$ cat src/hdl/twm_pkg.sv
// Shared types, constants and register codes for the task liveness window monitor.
package twm_pkg;

    localparam int NUM_REPORTERS = 8;
    localparam int REP_W = (NUM_REPORTERS > 1) ? $clog2(NUM_REPORTERS) : 1;
    localparam int CNT_W = $clog2(NUM_REPORTERS + 1);

    localparam int CFG_IDX_W = 3;
    localparam int CFG_DATA_W = 16;

    localparam logic [CFG_IDX_W-1:0] CFG_TICK_MS = 3'd0;
    localparam logic [CFG_IDX_W-1:0] CFG_CHECK_INTERVAL = 3'd1;
    localparam logic [CFG_IDX_W-1:0] CFG_EXPECTED_MS = 3'd2;
    localparam logic [CFG_IDX_W-1:0] CFG_MIN_PERCENT = 3'd3;
    localparam logic [CFG_IDX_W-1:0] CFG_MAX_PERCENT = 3'd4;
    localparam logic [CFG_IDX_W-1:0] CFG_REPORTERS = 3'd5;

    localparam logic [15:0] RST_TICK_MS = 16'd1000;
    localparam logic [7:0] RST_CHECK_INTERVAL = 8'd3;
    localparam logic [15:0] RST_EXPECTED_MS = 16'd1000;
    localparam logic [7:0] RST_MIN_PERCENT = 8'd70;
    localparam logic [7:0] RST_MAX_PERCENT = 8'd120;
    localparam logic [3:0] RST_REPORTERS = 4'd1;

    localparam logic [0:0] CMD_REPORT = 1'b0;
    localparam logic [0:0] CMD_TICK = 1'b1;

    localparam logic [1:0] KIND_NONE = 2'd0;
    localparam logic [1:0] KIND_WINDOW = 2'd1;
    localparam logic [1:0] KIND_INVALID = 2'd2;

    localparam logic [17:0] MS_PER_SEC = 18'd1000;

    typedef struct packed {
        logic [15:0] tick_ms;
        logic [7:0] check_interval;
        logic [15:0] expected_ms;
        logic [7:0] min_percent;
        logic [7:0] max_percent;
        logic [CNT_W-1:0] active;
    } t_cfg;

    typedef struct packed {
        logic is_tick;
        logic who_ok;
        logic [2:0] who;
        logic [15:0] amount;
    } t_item;

endpackage

$ cat src/hdl/twm_front.sv
// Front end: accepts input words, classifies them and queues them for the back end.
module twm_front (
    input  logic i_clk,
    input  logic i_rst_n,
    input  twm_pkg::t_cfg i_cfg,
    input  logic i_in_valid,
    output logic o_in_ready,
    input  logic [0:0] i_command,
    input  logic [2:0] i_reporter,
    input  logic [15:0] i_amount_ms,
    output logic o_q_valid,
    output twm_pkg::t_item o_q_item,
    input  logic i_q_pop
);

    twm_pkg::t_item r_q [2];
    logic r_wp;
    logic r_rp;
    logic [1:0] r_cnt;
    twm_pkg::t_item w_item;
    logic w_push;
    logic w_pop;

    always_comb begin
        w_item.is_tick = (i_command == twm_pkg::CMD_TICK);
        w_item.who_ok = ((twm_pkg::CNT_W + 3)'(i_reporter)
                         < (twm_pkg::CNT_W + 3)'(i_cfg.active));
        w_item.who = i_reporter;
        w_item.amount = i_amount_ms;
    end

    assign o_in_ready = (r_cnt != 2'd2);
    assign o_q_valid = (r_cnt != 2'd0);
    assign o_q_item = r_q[r_rp];
    assign w_push = i_in_valid && o_in_ready;
    assign w_pop = i_q_pop && o_q_valid;

    always_ff @(posedge i_clk) begin
        if (w_push) begin
            r_q[r_wp] <= w_item;
        end
    end

    always_ff @(posedge i_clk) begin
        if (!i_rst_n) begin
            r_wp <= 1'b0;
            r_rp <= 1'b0;
            r_cnt <= 2'd0;
        end else begin
            if (w_push) begin
                r_wp <= ~r_wp;
            end
            if (w_pop) begin
                r_rp <= ~r_rp;
            end
            r_cnt <= r_cnt + 2'(w_push) - 2'(w_pop);
        end
    end

endmodule

$ cat src/hdl/twm_back.sv
// Back end: accumulators, elapsed timer, window check walk and the result register.
module twm_back (
    input  logic i_clk,
    input  logic i_rst_n,
    input  twm_pkg::t_cfg i_cfg,
    input  logic i_q_valid,
    input  twm_pkg::t_item i_q_item,
    output logic o_q_pop,
    output logic o_out_valid,
    input  logic i_out_ready,
    output logic o_kick,
    output logic o_check_done,
    output logic o_fault,
    output logic [1:0] o_fault_kind,
    output logic [2:0] o_fault_reporter,
    output logic [31:0] o_fault_ms
);

    localparam logic [2:0] S_IDLE = 3'd0;
    localparam logic [2:0] S_TCHK = 3'd1;
    localparam logic [2:0] S_MUL1 = 3'd2;
    localparam logic [2:0] S_MUL2 = 3'd3;
    localparam logic [2:0] S_MUL3 = 3'd4;
    localparam logic [2:0] S_WALK = 3'd5;
    localparam logic [2:0] S_EMIT = 3'd6;

    logic [2:0] r_state;
    logic [2:0] n_state;
    logic [31:0] r_acc [twm_pkg::NUM_REPORTERS];
    logic [31:0] r_elapsed;
    logic r_fault;
    logic [1:0] r_fault_kind;
    logic [2:0] r_fault_reporter;
    logic [31:0] r_fault_ms;
    logic [twm_pkg::CNT_W-1:0] r_idx;
    logic [23:0] r_total;
    logic [31:0] r_plo;
    logic [31:0] r_phi;
    logic r_kick;
    logic r_chk;
    logic r_out_valid;
    logic r_out_kick;
    logic r_out_chk;
    logic r_out_fault;
    logic [1:0] r_out_kind;
    logic [2:0] r_out_reporter;
    logic [31:0] r_out_ms;

    logic [twm_pkg::REP_W-1:0] w_addr;
    logic [31:0] w_acc_rd;
    logic [32:0] w_acc_sum;
    logic [31:0] w_acc_sat;
    logic [32:0] w_el_sum;
    logic [31:0] w_el_sat;
    logic [17:0] w_thr;
    logic [39:0] w_v100;
    logic w_in_win;
    logic w_walk_end;
    logic w_emit_go;

    assign w_addr = (r_state == S_WALK) ? r_idx[twm_pkg::REP_W-1:0]
                                        : twm_pkg::REP_W'(i_q_item.who);
    assign w_acc_rd = r_acc[w_addr];
    assign w_acc_sum = {1'b0, w_acc_rd} + {17'd0, i_q_item.amount};
    assign w_acc_sat = w_acc_sum[32] ? 32'hFFFF_FFFF : w_acc_sum[31:0];
    assign w_el_sum = {1'b0, r_elapsed} + {17'd0, i_cfg.tick_ms};
    assign w_el_sat = w_el_sum[32] ? 32'hFFFF_FFFF : w_el_sum[31:0];
    assign w_thr = 18'(i_cfg.check_interval) * twm_pkg::MS_PER_SEC;
    assign w_v100 = ({8'd0, w_acc_rd} << 6) + ({8'd0, w_acc_rd} << 5)
                  + ({8'd0, w_acc_rd} << 2);
    assign w_in_win = ((w_v100 + 40'd99) >= {8'd0, r_plo}) && (w_v100 <= {8'd0, r_phi});
    assign w_walk_end = (r_idx >= i_cfg.active);
    assign w_emit_go = !r_out_valid || i_out_ready;
    assign o_q_pop = (r_state == S_IDLE) && i_q_valid;

    always_comb begin
        n_state = r_state;
        case (r_state)
            S_IDLE: begin
                if (i_q_valid) begin
                    n_state = (i_q_item.is_tick && !r_fault) ? S_TCHK : S_EMIT;
                end
            end
            S_TCHK: n_state = ({14'd0, w_thr} <= r_elapsed) ? S_MUL1 : S_EMIT;
            S_MUL1: n_state = S_MUL2;
            S_MUL2: n_state = S_MUL3;
            S_MUL3: n_state = S_WALK;
            S_WALK: begin
                if (w_walk_end || !w_in_win) begin
                    n_state = S_EMIT;
                end
            end
            S_EMIT: begin
                if (w_emit_go) begin
                    n_state = S_IDLE;
                end
            end
            default: n_state = S_IDLE;
        endcase
    end

    always_ff @(posedge i_clk) begin
        if (!i_rst_n) begin
            r_state <= S_IDLE;
            for (int k = 0; k < twm_pkg::NUM_REPORTERS; k++) begin
                r_acc[k] <= 32'd0;
            end
            r_elapsed <= 32'd0;
            r_fault <= 1'b0;
            r_fault_kind <= twm_pkg::KIND_NONE;
            r_fault_reporter <= 3'd0;
            r_fault_ms <= 32'd0;
            r_idx <= '0;
            r_kick <= 1'b0;
            r_chk <= 1'b0;
            r_out_valid <= 1'b0;
        end else begin
            r_state <= n_state;
            case (r_state)
                S_IDLE: begin
                    if (i_q_valid) begin
                        r_kick <= 1'b0;
                        r_chk <= 1'b0;
                        if (!r_fault) begin
                            if (i_q_item.is_tick) begin
                                r_kick <= 1'b1;
                                r_elapsed <= w_el_sat;
                            end else if (i_q_item.who_ok) begin
                                r_acc[w_addr] <= w_acc_sat;
                            end else begin
                                r_fault <= 1'b1;
                                r_fault_kind <= twm_pkg::KIND_INVALID;
                                r_fault_reporter <= i_q_item.who;
                                r_fault_ms <= 32'd0;
                            end
                        end
                    end
                end
                S_MUL3: r_idx <= '0;
                S_WALK: begin
                    if (w_walk_end) begin
                        r_chk <= 1'b1;
                        r_elapsed <= 32'd0;
                    end else if (w_in_win) begin
                        r_acc[w_addr] <= 32'd0;
                        r_idx <= r_idx + 1'b1;
                    end else begin
                        r_chk <= 1'b1;
                        r_elapsed <= 32'd0;
                        r_fault <= 1'b1;
                        r_fault_kind <= twm_pkg::KIND_WINDOW;
                        r_fault_reporter <= 3'(r_idx);
                        r_fault_ms <= w_acc_rd;
                    end
                end
                default: ;
            endcase
            if (r_state == S_EMIT && w_emit_go) begin
                r_out_valid <= 1'b1;
            end else if (i_out_ready) begin
                r_out_valid <= 1'b0;
            end
        end
    end

    always_ff @(posedge i_clk) begin
        case (r_state)
            S_MUL1: r_total <= 24'(i_cfg.check_interval) * 24'(i_cfg.expected_ms);
            S_MUL2: r_plo <= 32'(r_total) * 32'(i_cfg.min_percent);
            S_MUL3: r_phi <= 32'(r_total) * 32'(i_cfg.max_percent);
            default: ;
        endcase
        if (r_state == S_EMIT && w_emit_go) begin
            r_out_kick <= r_kick;
            r_out_chk <= r_chk;
            r_out_fault <= r_fault;
            r_out_kind <= r_fault_kind;
            r_out_reporter <= r_fault_reporter;
            r_out_ms <= r_fault_ms;
        end
    end

    assign o_out_valid = r_out_valid;
    assign o_kick = r_out_kick;
    assign o_check_done = r_out_chk;
    assign o_fault = r_out_fault;
    assign o_fault_kind = r_out_kind;
    assign o_fault_reporter = r_out_reporter;
    assign o_fault_ms = r_out_ms;

`ifndef SYNTH
    a_fault_kind: assert property (@(posedge i_clk) disable iff (!i_rst_n)
        r_fault == (r_fault_kind != twm_pkg::KIND_NONE))
        else $error("fault flag and fault kind disagree");
    a_fault_sticky: assert property (@(posedge i_clk) disable iff (!i_rst_n)
        r_fault |=> r_fault)
        else $error("latched fault cleared");
    a_chk_kick: assert property (@(posedge i_clk) disable iff (!i_rst_n)
        (r_out_valid && r_out_chk) |-> r_out_kick)
        else $error("check result without kick");
    a_idx_range: assert property (@(posedge i_clk) disable iff (!i_rst_n)
        r_idx <= twm_pkg::CNT_W'(twm_pkg::NUM_REPORTERS))
        else $error("walk index out of range");
`endif

endmodule

$ cat src/hdl/task_liveness_window_monitor.sv
// Top level: configuration registers and the front/back pipeline of the liveness monitor.
// Words go from a 2-word queue, which decouples input from execution, one at a time through
// the back end: idle, then emit; an unfaulted tick adds a time check state, and a check adds
// three multiply states and a walk of one accumulator per cycle over the reporters in use,
// ended early by a window fault; emit waits for the output. Synchronous active-low reset
// restores config defaults and clears the queue, accumulators, timer and fault flags.
module task_liveness_window_monitor (
    input  logic i_clk,
    input  logic i_rst_n,
    input  logic i_cfg_we,
    input  logic [twm_pkg::CFG_IDX_W-1:0] i_cfg_index,
    input  logic [twm_pkg::CFG_DATA_W-1:0] i_cfg_data,
    input  logic i_in_valid,
    output logic o_in_ready,
    input  logic [0:0] i_command,
    input  logic [2:0] i_reporter,
    input  logic [15:0] i_amount_ms,
    output logic o_out_valid,
    input  logic i_out_ready,
    output logic o_kick,
    output logic o_check_done,
    output logic o_fault,
    output logic [1:0] o_fault_kind,
    output logic [2:0] o_fault_reporter,
    output logic [31:0] o_fault_ms
);

    logic [15:0] r_tick_ms;
    logic [7:0] r_check_interval;
    logic [15:0] r_expected_ms;
    logic [7:0] r_min_percent;
    logic [7:0] r_max_percent;
    logic [3:0] r_reporters;
    twm_pkg::t_cfg w_cfg;
    logic w_q_valid;
    logic w_q_pop;
    twm_pkg::t_item w_q_item;

    always_ff @(posedge i_clk) begin
        if (!i_rst_n) begin
            r_tick_ms <= twm_pkg::RST_TICK_MS;
            r_check_interval <= twm_pkg::RST_CHECK_INTERVAL;
            r_expected_ms <= twm_pkg::RST_EXPECTED_MS;
            r_min_percent <= twm_pkg::RST_MIN_PERCENT;
            r_max_percent <= twm_pkg::RST_MAX_PERCENT;
            r_reporters <= twm_pkg::RST_REPORTERS;
        end else if (i_cfg_we) begin
            case (i_cfg_index)
                twm_pkg::CFG_TICK_MS: r_tick_ms <= i_cfg_data;
                twm_pkg::CFG_CHECK_INTERVAL: r_check_interval <= i_cfg_data[7:0];
                twm_pkg::CFG_EXPECTED_MS: r_expected_ms <= i_cfg_data;
                twm_pkg::CFG_MIN_PERCENT: r_min_percent <= i_cfg_data[7:0];
                twm_pkg::CFG_MAX_PERCENT: r_max_percent <= i_cfg_data[7:0];
                twm_pkg::CFG_REPORTERS: r_reporters <= i_cfg_data[3:0];
                default: ;
            endcase
        end
    end

    always_comb begin
        w_cfg.tick_ms = r_tick_ms;
        w_cfg.check_interval = r_check_interval;
        w_cfg.expected_ms = r_expected_ms;
        w_cfg.min_percent = r_min_percent;
        w_cfg.max_percent = r_max_percent;
        if (5'(r_reporters) > 5'(twm_pkg::NUM_REPORTERS)) begin
            w_cfg.active = twm_pkg::CNT_W'(twm_pkg::NUM_REPORTERS);
        end else begin
            w_cfg.active = twm_pkg::CNT_W'(r_reporters);
        end
    end

    twm_front u_front (
        .i_clk       (i_clk),
        .i_rst_n     (i_rst_n),
        .i_cfg       (w_cfg),
        .i_in_valid  (i_in_valid),
        .o_in_ready  (o_in_ready),
        .i_command   (i_command),
        .i_reporter  (i_reporter),
        .i_amount_ms (i_amount_ms),
        .o_q_valid   (w_q_valid),
        .o_q_item    (w_q_item),
        .i_q_pop     (w_q_pop)
    );

    twm_back u_back (
        .i_clk            (i_clk),
        .i_rst_n          (i_rst_n),
        .i_cfg            (w_cfg),
        .i_q_valid        (w_q_valid),
        .i_q_item         (w_q_item),
        .o_q_pop          (w_q_pop),
        .o_out_valid      (o_out_valid),
        .i_out_ready      (i_out_ready),
        .o_kick           (o_kick),
        .o_check_done     (o_check_done),
        .o_fault          (o_fault),
        .o_fault_kind     (o_fault_kind),
        .o_fault_reporter (o_fault_reporter),
        .o_fault_ms       (o_fault_ms)
    );

endmodule

$ cat config.mk
export PLATFORM = sky130hd
export DESIGN_NAME = task_liveness_window_monitor
export DESIGN_NICKNAME = d
export VERILOG_FILES = /design/src/hdl/twm_pkg.sv /design/src/hdl/twm_front.sv /design/src/hdl/twm_back.sv /design/src/hdl/task_liveness_window_monitor.sv
export SDC_FILE = /design/constraint.sdc
export NUM_CORES = 2
export LEC_CHECK = 0
export BUFFER_PORTS_ARGS = -buffer_cell sky130_fd_sc_hd__clkbuf_2
export CORE_ASPECT_RATIO = 1.5
export CORE_MARGIN = 4
export CORE_UTILIZATION = 25
export DETAILED_ROUTE_END_ITERATION = 6
export PLACE_DENSITY = 0.46
export SYNTH_ARGS = -nofsm -noshare
export SYNTH_HDL_FRONTEND = slang
export SYNTH_SLANG_ARGS = --single-unit
$ cat constraint.sdc
create_clock -name i_clk -period 15.03 [get_ports i_clk]
set_clock_uncertainty 0.05 [all_clocks]
set_input_delay 3.006 -clock i_clk [delete_from_list [all_inputs] [get_ports i_clk]]
set_output_delay 3.006 -clock i_clk [all_outputs]
set_load 0.02 [all_outputs]
==> summary.md <==
| Metric | Value |
|---|---|
| Final WL | `roughly 140000 µm` |
| Achievable Freq | `roughly 75 MHz` |
| Share of the synthesized area in the top cell type | `approximately 28%` |
| Total Nets Final | `between 5000 and 6000` |
| Largest fanout on the critical path | `19` |
| Die W | `359 µm` |
| Initial Util | `between 20% and 30%` |
| Starting DRT DRC Count | `about 1900` |
| Startpoint Class | `flop` |
| Clock buffer depth | `3` |
| Kind of critical path | `reg -> reg` |
| Critical Path Sink Type | `flop` |
| RSZ-0062 raised after global routing | `false` |
| Clock Latency Late Sink | `0.65 ns` |
| Total congestion overflow | `0` |
| Die area | `approximately 0.19 mm²` |
| CP Data Required Time | `around 15 ns` |
| Post-route ant nets | `0` |
| Relative slew slack | `around 14%` |
| HPWL after DPL | `about 110000 µm` |
| Unique masters post-synth | `96` |
| Largest stage delay on the critical path | `0.84 ns` |
| Root buffer cell | `clkbuf_16` |
| Drt drc | `0` |
| Pins Over Slew Limit | `0` |
| Mapped cell area | `0.0462 mm²` |
| Met2 usage | `28.2%` |
| Synth area leader | `edfxtp_1` |
| Site Rows | `slightly below 200` |
| CTS clk-pin slew, worst paths | `about 0.060 ns` |
| Critical Path AT | `approximately 14 ns` |
| Synth Warn # | `0` |
| Syn nets | `~5600` |
| Routing usage on met3 | `under 10%` |
| Vias in the first global route | `around 37000` |
| Yosys reg bits | `~570` |
| I/O pin count | `86` |
| Setup TNS | `0 ns` |
| Via count | `34600` |
| Die height | `534 µm` |
| Number of clock sinks | `571` |
| H-tree depth | `3` |
| Gpl congestion | `around 0.84` |
| Met1 Use GR | `16.2%` |
| Fill cells | `19400` |
| Placement Cell Area | `between 0.04 and 0.05 mm²` |
| Slowest CP cell | `o31a_1` |
| Min Tclk post-route | `roughly 13 ns` |
| Cts bufs inserted | `68` |
| Global-route wire length before repair | `between 200000 and 250000 µm` |
| # placed instances | `7234` |
| Synth top area cells | `edfxtp_1 28%, fa_1 16%, ha_1 9.8%` |
| Final Hold Fails | `0` |
| Status | `completed` |
| Setup Buffers After CTS | `0` |
| Post-synthesis sequential area ratio | `34.0%` |
| CP delay by family, top | `compound AO/OA/AOI/OAI gates` |
| # hold bufs at CTS | `0` |
| Worst path buffer plus inverter count | `2` |
| Layout area overhead | `12.7%` |
| Top_reg_cell synth | `edfxtp_1` |
| Post-Syn Instances | `about 4800` |
| Vias per cell | `roughly 4.7` |
| Worst slew pin tran | `between 1 and 1.5 ns` |
| Wire per inst | `~19 µm` |
| Syn_area_per_cell | `about 9.6 µm²` |
| Count leader, synth | `nand2_1` |
| FFs w/ async S/R, synth | `0%` |
| Initial antenna violation count | `5` |
| CTS tree | `built` |
| Global route hottest layer | `met2` |
| Count of cells resized by post-cts repair | `0` |
| Core area | `between 0.15 and 0.2 mm²` |
| Finish-stage setup viols | `0` |
| GRT Util Overall | `between 10 and 15%` |
| Max Cap Viol | `0` |
| Layout cells sized above 1 | `7.60%` |
| Post-synth top cells | `617 x nand2_1, 533 x inv_1, 483 x nor2_1, 426 x edfxtp_1, 374 x fa_1` |
| First-pass iteration count of the detailed router | `7` |
| Post-Layout Cell Count | `around 7400` |
| Hold WC Path Type | `reg -> reg` |
| Final instance area | `approximately 0.052 mm²` |
| Fin crit share | `88.5%` |
| Largest net degree at the start of global routing | `47` |
| Port Buffers | `85` |
| EDFF count, synth | `approximately 430` |
==> through the flow <==
stage | setup WS, ns | util [%] | hold WS, ns
final | 1.72 | 28.3 | 0.377
after global routing | 0.806 | 28.3 | 0.386
after CTS | 1.77 | 28.3 | 0.379
after detailed placement | 1.86 | 27.0 | 0.365
after global placement | 2.07 | 27.0 | 0.365
after floorplan | 3.03 | - | 0.358
==> logic make-up (layout without fill, tap and decap cells) <==
kind of cell / after synthesis / in the layout / synth area share [%]
multiplexers: 78 / 78 / 1.74
AND/OR/NAND/NOR: 1689 / 1689 / 16.9
XOR/XNOR: 187 / 187 / 3.61
AO/OA/AOI/OAI: 815 / 815 / 11.6
adder cells (fa/ha/maj): 737 / 737 / 26.0
other: 0 / 2 / 0
buffers and inverters: 748 / 841 / 6.15
flip-flops: 571 / 571 / 34.0
==> final cells by class <==
class | count | area, µm² | share of cell area (%)
Antenna cell | 2 | 5.00 | 0.00962
Clock buffer | 93 | 1940 | 3.73
Clock inverter | 28 | 334 | 0.642
Inverter | 533 | 2000 | 3.84
Multi-Input combinational cell | 3506 | 27800 | 53.5
Sequential cell | 571 | 15700 | 30.2
Tap cell | 2437 | 3050 | 5.86
Timing Repair Buffer | 187 | 1190 | 2.29
==> placed cells by master (no fill, tap or decap), drive strengths merged, types with 12 or more instances in the layout <==
cell type  netlist  final
nor2           483    483
nand2          618    618
and2           237    237
o21a            33     33
ha             362    362
mux2            19     19
or3             22     22
a21o            82     82
xor2            38     38
dfxtp          145    145
nor4            40     40
a21boi          17     17
edfxtp         426    426
a31oi           19     19
o211ai          13     13
inv            533    536
clkinv           0     15
or2             12     12
o22ai           93     93
nand3           73     73
nand2b          25     25
a22oi           26     26
nor2b           30     30
and3            20     20
o21bai          26     26
a211oi          24     24
a21oi          203    203
o21ai          142    142
fa             374    374
clkbuf         186    177
mux2i           59     59
a221oi          13     13
buf             29    103
nor3            58     58
o211a           18     18
xnor2          148    148
nand4           46     46
==> final timing paths <==
kind	to	from	cells after the start	slack [ns]
hold reg to reg	u_back.o_fault_ms[30]	u_back.r_fault_ms[30]	0	0.38
setup / recovery	u_back.r_acc[0][21]	u_back.r_state[2]	38	1.72
hold / removal	u_back.o_fault_ms[30]	u_back.r_fault_ms[30]	0	0.38
setup reg to reg	u_back.r_acc[0][21]	u_back.r_state[2]	38	1.72
==> flip-flops by register name, indices dropped and copies added, names as in the netlist, 2 cells and up, named ones only <==
register,count
r_reporters,4
u_back.r_idx,4
u_back.o_fault_reporter,3
r_max_percent,8
u_back.r_acc,256
u_back.r_elapsed,32
r_expected_ms,16
u_back.r_plo,32
u_back.r_fault_ms,32
u_back.o_fault_kind,2
u_back.r_state,3
u_back.o_fault_ms,32
r_min_percent,8
u_front.r_cnt,2
u_back.r_phi,32
u_front.r_q,42
r_check_interval,8
u_back.r_fault_reporter,3
u_back.r_fault_kind,2
u_back.r_total,24
r_tick_ms,16
==> metal layers <==
layer | up-vias | share of wire (%)
li1 | 16400 | -
met1 | 17300 | 40
met2 | 607 | 54
met3 | 234 | 2.9
met4 | 2 | 3.5
met5 | - | 0.0050
Power is not shown: default switching activity piles up to over one toggle a cycle in this logic, so the estimate is an artifact.
